### config.mk
export PLATFORM = sky130hd
export DESIGN_NAME = nearest_neighbor_scale_address
export DESIGN_NICKNAME = d
export VERILOG_FILES = /design/src/nnsa_pkg.sv /design/src/nearest_neighbor_scale_address.sv /design/src/nnsa_div.sv
export SDC_FILE = /design/constraint.sdc
export NUM_CORES = 2
export LEC_CHECK = 0
export BUFFER_PORTS_ARGS = -buffer_cell sky130_fd_sc_hd__buf_2
export CORE_MARGIN = 2
export CORE_UTILIZATION = 45
export CTS_BUF_LIST = sky130_fd_sc_hd__clkbuf_4 sky130_fd_sc_hd__clkbuf_8
export CTS_CLUSTER_SIZE = 8
export DETAILED_ROUTE_END_ITERATION = 8
export GPL_TIMING_DRIVEN = 1
export SYNTH_ARGS = -nofsm -noshare
export SYNTH_HDL_FRONTEND = slang
export SYNTH_SLANG_ARGS = --single-unit
### constraint.sdc
create_clock -name clk -period 42.4 [get_ports clk]
set_clock_uncertainty 0.2 [all_clocks]
set_input_delay 6.36 -clock clk [delete_from_list [all_inputs] [get_ports clk]]
set_output_delay 6.36 -clock clk [all_outputs]
set_load 0.005 [all_outputs]
### src/nnsa_pkg.sv
// Shared types and constants of the nearest-neighbor scaler address generator.
`default_nettype none

package nnsa_pkg;

    // Fixed source canvas.
    localparam int SRC_WIDTH  = 720;
    localparam int SRC_HEIGHT = 1280;

    // Coordinate and register widths.
    localparam int DIM_W     = 12;
    localparam int STRIDE_W  = 13;
    localparam int CFG_IDX_W = 2;
    localparam int CFG_W     = STRIDE_W;

    // Quotient and dividend widths of the two scale divisions.
    localparam int COL_QUO_W  = $clog2(SRC_WIDTH);
    localparam int ROW_QUO_W  = $clog2(SRC_HEIGHT);
    localparam int COL_NUM_W  = DIM_W + COL_QUO_W;
    localparam int ROW_NUM_W  = DIM_W + ROW_QUO_W;
    localparam int DIV_STAGES = (COL_QUO_W > ROW_QUO_W) ? COL_QUO_W : ROW_QUO_W;

    localparam int SRC_ADDR_W  = 20;
    localparam int DEST_ADDR_W = 24;

    // Configuration register indexes.
    localparam logic [CFG_IDX_W-1:0] REG_DISPLAY_WIDTH  = 2'd0;
    localparam logic [CFG_IDX_W-1:0] REG_DISPLAY_HEIGHT = 2'd1;
    localparam logic [CFG_IDX_W-1:0] REG_DISPLAY_STRIDE = 2'd2;

    // Reset values of the configuration registers.
    localparam logic [DIM_W-1:0]    RST_DISPLAY_WIDTH  = 12'd720;
    localparam logic [DIM_W-1:0]    RST_DISPLAY_HEIGHT = 12'd1280;
    localparam logic [STRIDE_W-1:0] RST_DISPLAY_STRIDE = 13'd720;

    typedef struct packed {
        logic [DIM_W-1:0] dest_col;
        logic [DIM_W-1:0] dest_row;
    } coord_t;

    typedef struct packed {
        logic [COL_QUO_W-1:0]   source_col;
        logic [ROW_QUO_W-1:0]   source_row;
        logic [SRC_ADDR_W-1:0]  source_addr;
        logic [DEST_ADDR_W-1:0] dest_addr;
        logic                   in_range;
    } result_t;

    // Working set of one beat inside the divider pipeline.
    typedef struct packed {
        logic                   in_range;
        logic [COL_NUM_W-1:0]   col_rem;
        logic [DIM_W-1:0]       col_den;
        logic [COL_QUO_W-1:0]   col_quo;
        logic [ROW_NUM_W-1:0]   row_rem;
        logic [DIM_W-1:0]       row_den;
        logic [ROW_QUO_W-1:0]   row_quo;
        logic [DEST_ADDR_W-1:0] dest_addr;
    } div_lane_t;

endpackage

`default_nettype wire

### src/nearest_neighbor_scale_address.sv
// Top level of the nearest-neighbor scaler address generator.
// The block takes one destination coordinate per beat and returns the source
// column, source row, linear source address and linear destination address
// for it, with in_range cleared and all addresses zero for a coordinate outside
// the display. It accepts a new coordinate every clock cycle unless a stalled
// result holds the pipeline. The input multiplies are registered, then the
// restoring divider resolves one quotient bit per stage; the source address is
// registered last. When a result is stalled, the whole pipeline holds.
// Configuration is to be written through cfg_we, cfg_index and cfg_data only
// while no beat is in flight; the block itself does not enforce this.
`default_nettype none

module nearest_neighbor_scale_address (
    input  wire logic                                clk,
    input  wire logic                                rst_n,
    input  wire logic                                coord_valid,
    output logic                                     coord_stall,
    input  wire nnsa_pkg::coord_t                    coord,
    output logic                                     result_valid,
    input  wire logic                                result_stall,
    output nnsa_pkg::result_t                        result,
    input  wire logic                                cfg_we,
    input  wire logic [nnsa_pkg::CFG_IDX_W-1:0]      cfg_index,
    input  wire logic [nnsa_pkg::CFG_W-1:0]          cfg_data
);

    logic [nnsa_pkg::DIM_W-1:0]    width_reg;
    logic [nnsa_pkg::DIM_W-1:0]    height_reg;
    logic [nnsa_pkg::STRIDE_W-1:0] stride_reg;

    logic                advance;
    logic                front_valid_reg;
    nnsa_pkg::div_lane_t front_reg;
    nnsa_pkg::div_lane_t front_next;
    logic                back_valid;
    nnsa_pkg::div_lane_t back;
    logic                result_valid_reg;
    nnsa_pkg::result_t   result_reg;
    nnsa_pkg::result_t   result_next;

    always_ff @(posedge clk or negedge rst_n)
    begin
        if (!rst_n)
        begin
            width_reg  <= nnsa_pkg::RST_DISPLAY_WIDTH;
            height_reg <= nnsa_pkg::RST_DISPLAY_HEIGHT;
            stride_reg <= nnsa_pkg::RST_DISPLAY_STRIDE;
        end
        else if (cfg_we)
        begin
            unique case (cfg_index)
                nnsa_pkg::REG_DISPLAY_WIDTH:  width_reg  <= cfg_data[nnsa_pkg::DIM_W-1:0];
                nnsa_pkg::REG_DISPLAY_HEIGHT: height_reg <= cfg_data[nnsa_pkg::DIM_W-1:0];
                nnsa_pkg::REG_DISPLAY_STRIDE: stride_reg <= cfg_data;
                default: ;
            endcase
        end
    end

    // The pipeline moves whenever the output register is empty or being taken.
    assign advance     = !result_valid_reg || !result_stall;
    assign coord_stall = !advance;

    always_comb
    begin
        front_next           = '0;
        front_next.in_range  = (coord.dest_col < width_reg) && (coord.dest_row < height_reg);
        front_next.col_rem   = nnsa_pkg::COL_NUM_W'(coord.dest_col)
                               * nnsa_pkg::COL_NUM_W'(nnsa_pkg::SRC_WIDTH);
        front_next.col_den   = width_reg;
        front_next.row_rem   = nnsa_pkg::ROW_NUM_W'(coord.dest_row)
                               * nnsa_pkg::ROW_NUM_W'(nnsa_pkg::SRC_HEIGHT);
        front_next.row_den   = height_reg;
        front_next.dest_addr = nnsa_pkg::DEST_ADDR_W'(coord.dest_row)
                               * nnsa_pkg::DEST_ADDR_W'(stride_reg)
                               + nnsa_pkg::DEST_ADDR_W'(coord.dest_col);
    end

    always_ff @(posedge clk or negedge rst_n)
    begin
        if (!rst_n)
        begin
            front_valid_reg  <= 1'b0;
            result_valid_reg <= 1'b0;
        end
        else if (advance)
        begin
            front_valid_reg  <= coord_valid;
            result_valid_reg <= back_valid;
        end
    end

    always_ff @(posedge clk)
    begin
        if (advance)
        begin
            front_reg  <= front_next;
            result_reg <= result_next;
        end
    end

    nnsa_div u_div (
        .clk         (clk),
        .rst_n       (rst_n),
        .advance     (advance),
        .front_valid (front_valid_reg),
        .front       (front_reg),
        .back_valid  (back_valid),
        .back        (back)
    );

    always_comb
    begin
        result_next = '0;
        if (back.in_range)
        begin
            result_next.source_col  = back.col_quo;
            result_next.source_row  = back.row_quo;
            result_next.source_addr = nnsa_pkg::SRC_ADDR_W'(back.row_quo)
                                      * nnsa_pkg::SRC_ADDR_W'(nnsa_pkg::SRC_WIDTH)
                                      + nnsa_pkg::SRC_ADDR_W'(back.col_quo);
            result_next.dest_addr   = back.dest_addr;
            result_next.in_range    = 1'b1;
        end
    end

    assign result_valid = result_valid_reg;
    assign result       = result_reg;

    // A result inside the display always lands on the source canvas.
    assert property (@(posedge clk) disable iff (!rst_n)
        result_valid && result.in_range |->
            (32'(result.source_col) < nnsa_pkg::SRC_WIDTH)
            && (32'(result.source_row) < nnsa_pkg::SRC_HEIGHT))
        else $error("source coordinate beyond canvas");

    // A held result freezes the divider pipeline behind it.
    assert property (@(posedge clk) disable iff (!rst_n)
        result_valid && result_stall |=> $stable(back_valid) && $stable(front_valid_reg))
        else $error("pipeline moved under a stalled result");

    // A coordinate outside the display yields no addresses.
    assert property (@(posedge clk) disable iff (!rst_n)
        result_valid && !result.in_range |->
            (result.source_addr == '0) && (result.dest_addr == '0))
        else $error("out-of-range beat carries addresses");

endmodule

`default_nettype wire

### src/nnsa_div.sv
// Pipelined restoring divider for both scale divisions, one quotient bit per stage.
`default_nettype none

module nnsa_div (
    input  wire logic                clk,
    input  wire logic                rst_n,
    input  wire logic                advance,
    input  wire logic                front_valid,
    input  wire nnsa_pkg::div_lane_t front,
    output logic                     back_valid,
    output nnsa_pkg::div_lane_t      back
);

    localparam int STAGES = nnsa_pkg::DIV_STAGES;

    logic [STAGES-1:0]   valid_reg;
    nnsa_pkg::div_lane_t stage_reg  [STAGES];
    nnsa_pkg::div_lane_t stage_next [STAGES];
    nnsa_pkg::div_lane_t lane_in    [STAGES];

    for (genvar s = 0; s < STAGES; s++) begin : g_stage
        localparam int K = STAGES - 1 - s;

        logic [nnsa_pkg::ROW_NUM_W-1:0] row_sub;
        logic [nnsa_pkg::COL_NUM_W-1:0] col_rem_next;
        logic [nnsa_pkg::COL_QUO_W-1:0] col_quo_next;
        logic [nnsa_pkg::ROW_NUM_W-1:0] row_rem_next;
        logic [nnsa_pkg::ROW_QUO_W-1:0] row_quo_next;

        if (s == 0) begin : g_first
            assign lane_in[s] = front;
        end else begin : g_rest
            assign lane_in[s] = stage_reg[s-1];
        end

        if (K < nnsa_pkg::ROW_QUO_W) begin : g_row
            always_comb
            begin
                row_sub      = nnsa_pkg::ROW_NUM_W'(lane_in[s].row_den) << K;
                row_rem_next = lane_in[s].row_rem;
                row_quo_next = lane_in[s].row_quo;
                if (lane_in[s].row_rem >= row_sub)
                begin
                    row_rem_next    = lane_in[s].row_rem - row_sub;
                    row_quo_next[K] = 1'b1;
                end
            end
        end else begin : g_row_pass
            assign row_sub      = '0;
            assign row_rem_next = lane_in[s].row_rem;
            assign row_quo_next = lane_in[s].row_quo;
        end

        if (K < nnsa_pkg::COL_QUO_W) begin : g_col
            logic [nnsa_pkg::COL_NUM_W-1:0] col_sub;

            always_comb
            begin
                col_sub      = nnsa_pkg::COL_NUM_W'(lane_in[s].col_den) << K;
                col_rem_next = lane_in[s].col_rem;
                col_quo_next = lane_in[s].col_quo;
                if (lane_in[s].col_rem >= col_sub)
                begin
                    col_rem_next    = lane_in[s].col_rem - col_sub;
                    col_quo_next[K] = 1'b1;
                end
            end
        end else begin : g_col_pass
            assign col_rem_next = lane_in[s].col_rem;
            assign col_quo_next = lane_in[s].col_quo;
        end

        always_comb
        begin
            stage_next[s]         = lane_in[s];
            stage_next[s].col_rem = col_rem_next;
            stage_next[s].col_quo = col_quo_next;
            stage_next[s].row_rem = row_rem_next;
            stage_next[s].row_quo = row_quo_next;
        end
    end

    always_ff @(posedge clk or negedge rst_n)
    begin
        if (!rst_n)
        begin
            valid_reg <= '0;
        end
        else if (advance)
        begin
            valid_reg <= {valid_reg[STAGES-2:0], front_valid};
        end
    end

    always_ff @(posedge clk)
    begin
        if (advance)
        begin
            for (int s = 0; s < STAGES; s++)
            begin
                stage_reg[s] <= stage_next[s];
            end
        end
    end

    assign back_valid = valid_reg[STAGES-1];
    assign back       = stage_reg[STAGES-1];

endmodule

`default_nettype wire

==> run summary <==
### Clock network
• **number of buffers inserted for hold repair after clock tree synthesis** 0
• **clock tree sinks** 1194
• **quantity of gates resized following cts** 0
• **master cell of the clock root buffer** sky130_fd_sc_hd__clkbuf_8
• **CTS Buffer Depth** 3
• **CTS H-tree lvls** 4
• **CTS tree** done
• **clock-pin slew on the worst setup and hold paths** 60 ps
• **number of CTS-inserted buffers** 201
• **post-CTS setup repair buffer count** 0
• **clock insertion delay at the later pin of the skew report** 900 ps

### Layout
• **Area Growth Syn to Fin** 10.8%
• **fin nets** 5712
• **leading cell types in the layout, fill and taps excluded** sky130_fd_sc_hd__edfxtp_1, sky130_fd_sc_hd__inv_1, sky130_fd_sc_hd__ha_1
• **Largest register FFs** 1000
• **share of layout cells above drive strength 1** 10.6%
• **most common cell after layout, fill and taps aside** sky130_fd_sc_hd__edfxtp_1

### Timing
• **Slew @ Worst Pin** 1300 ps
• **worst slew slack as a fraction of its limit** 12.6%
• **final setup TNS** 0 ps
• **final slew viol count** 0
• **count of endpoints failing hold in the final timing report** 0
• **Fmax** 0.0731 GHz
• **final number of setup-violating endpoints** 0
• **minimum clock period after layout** 13670 ps
• **final worst-path cycle share** 32.2%
• **unrepaired setup endpoints after global routing** no

### Synthesis
• **mean post-synth cell area** 12.8 um^2
• **Post-Syn Nets** 5457
• **total standard cell area after synthesis** 0.0614 mm^2
• **flip-flop and latch count after synthesis** 1194
• **Yosys cell types** 73
• **sequential-to-total area share from yosys stat** 58.0%
• **leading register cell type out of synthesis** sky130_fd_sc_hd__edfxtp_1
• **top cell type's share of synthesized area** 56.0%
• **top cell type by total area after synthesis** sky130_fd_sc_hd__edfxtp_1
• **share of synthesized registers carrying an async set or reset** 4.19%
• **top cells by area in the synthesized netlist** sky130_fd_sc_hd__edfxtp_1, sky130_fd_sc_hd__ha_1, sky130_fd_sc_hd__fa_1
• **post-synthesis instance total** 4810
• **number of enable flip-flop cells after synthesis** 1144
• **Yosys warnings** 0

### Worst setup path
• **crit path kind** primary input to primary output
• **critical path startpoint** result_stall
• **Data required, critical path** 35840 ps
• **CP Data Arrival Time** 7110 ps
• **launching point of the worst reg2reg path** stride_reg[8]$_DFFE_PN0P_
• **Worst setup SP type** primary input
• **Worst Setup End Kind** primary output
• **largest fanout on the critical path** 28

### Floorplanning
• **number of top-level pins** 112
• **floorplan die area** 0.139 mm^2
• **initial core utilization** 45.3%
• **width of the die** 373 um
• **die height** 373 um
• **Core Footprint** 0.135 mm^2
• **total number of placement rows** 135

### Global route
• **routing usage on met1** 18.3%
• **initial antenna violation count** 3
• **GRT met2 Usage** 27.5%
• **maximum number of pins on one net before global-route repair** 165
• **global-route wire length before repair** 178000 um
• **layer with the highest usage** met2
• **global-route usage over all layers** 15.7%
• **met3 track utilization from global routing** 3.07%
• **vias in the first global route** 36000
• **overflow left after global routing** 0

### Detailed routing
• **average wire per standard cell** 15.3 um
• **number of routed nets with antenna violations** 0
• **Via Count** 35200
• **mean number of vias per cell** 5.02
• **Routed Wire Length** 107000 um
• **1st-pass router iterations** 5
• **DRT iter0 DRCs** 1760
• **Remaining DRCs** 0

### Worst hold path
• **Hold Startpoint** u_div.stage_reg[4][21]$_DFFE_PN_
• **Worst Hold Class** register to register

### Job
• **MaxCap Viol Count** 0

### Place
• **HPWL after detailed placement** 77300 um
• **RD Place Congestion** 0.861
• **number of buffers added on ports** 111

### Outcome
• **outcome** complete, no violations

-- layer usage --
layer / wire [um] / part of all wire [%] / vias to the layer above
met5: 0 / 0 / -
met4: 4670 / 4.3 / 0
met3: 3960 / 3.7 / 253
met2: 53400 / 50 / 560
met1: 45400 / 42 / 16800
li1: - / - / 17600
-- per-stage QoR --
step | hold WS [ps] | util, % | instance area, um^2 | setup slack, ps | std cells
finish | 192 | 50.2 | 68000 | 28730 | 7006
global route | 200 | 50.2 | 68000 | 28660 | 7004
CTS | 192 | 50.2 | 68000 | 28660 | 7001
detailed placement | 205 | 47.3 | 64100 | 28660 | 6643
global placement | 200 | 47.3 | 64100 | 28680 | 6643
floorplan | 200 | - | 61400 | 14300 | 4810
-- cell usage after synthesis, types with 19 or more instances --
master	instances
sky130_fd_sc_hd__fa_1	175
sky130_fd_sc_hd__xnor2_1	179
sky130_fd_sc_hd__ha_1	428
sky130_fd_sc_hd__nor4_1	29
sky130_fd_sc_hd__nor2b_1	64
sky130_fd_sc_hd__a21o_1	81
sky130_fd_sc_hd__a31oi_1	23
sky130_fd_sc_hd__clkbuf_1	66
sky130_fd_sc_hd__dfrtp_1	40
sky130_fd_sc_hd__or3_1	30
sky130_fd_sc_hd__nor2_1	246
sky130_fd_sc_hd__a211oi_1	27
sky130_fd_sc_hd__mux2_2	85
sky130_fd_sc_hd__edfxtp_1	1144
sky130_fd_sc_hd__nand4_1	37
sky130_fd_sc_hd__o21ai_0	231
sky130_fd_sc_hd__nand3_1	37
sky130_fd_sc_hd__inv_1	620
sky130_fd_sc_hd__and2_1	142
sky130_fd_sc_hd__xor2_1	132
sky130_fd_sc_hd__o31ai_1	25
sky130_fd_sc_hd__o21bai_1	19
sky130_fd_sc_hd__nor3_1	83
sky130_fd_sc_hd__o21a_1	51
sky130_fd_sc_hd__nand2b_1	57
sky130_fd_sc_hd__nand2_1	293
sky130_fd_sc_hd__a21oi_1	242
-- logic make-up (layout without fill, tap and decap cells) --
logic type | Yosys count | in the layout | share of synthesized area [%]
muxes | 105 | 105 | 1.90
adders and majority gates | 603 | 603 | 14.4
AOI/OAI and AO/OA | 803 | 803 | 8.04
xor gates and xnor gates | 311 | 311 | 4.44
and+or+nand+nor | 1090 | 1090 | 8.85
other | 0 | 5 | 0
DFF | 1194 | 1194 | 58.0
buffers and inverters | 704 | 1114 | 4.34
-- worst max-delay path, cell delays in order --
cell	delay (ps)
sky130_fd_sc_hd__buf_2	110
sky130_fd_sc_hd__nand2_4	380
sky130_fd_sc_hd__inv_1	80
sky130_fd_sc_hd__buf_2	140
-- final cells by class --
cell class	instances	area, um^2
Antenna cell	5	12.5
Timing Repair Buffer	134	753
Multi-Input combinational cell	2912	23100
Sequential cell	1194	35600
Tap cell	1781	2230
Inverter	622	2330
Fill cell	11800	67500
Clock inverter	93	656
Clock buffer	265	3280
-- final timing paths --
check / cells after the start / slack [ps] / to
hold reg to reg: 0 / 190 / u_div.stage_reg[5][21]$_DFFE_PN_
hold / removal: 0 / 190 / u_div.stage_reg[5][21]$_DFFE_PN_
min in group asynchronous: 2 / 5380 / u_div.valid_reg[10]$_DFFE_PN0N_
setup / recovery: 4 / 28730 / coord_stall
max in group asynchronous: 2 / 36100 / width_reg[0]$_DFFE_PN0P_
setup reg to reg: 19 / 35720 / front_reg[22]$_DFFE_PN_
Power is left out: the tool's default activity adds up to more than one toggle a clock period on the data nets, which glitch-free logic cannot reach.
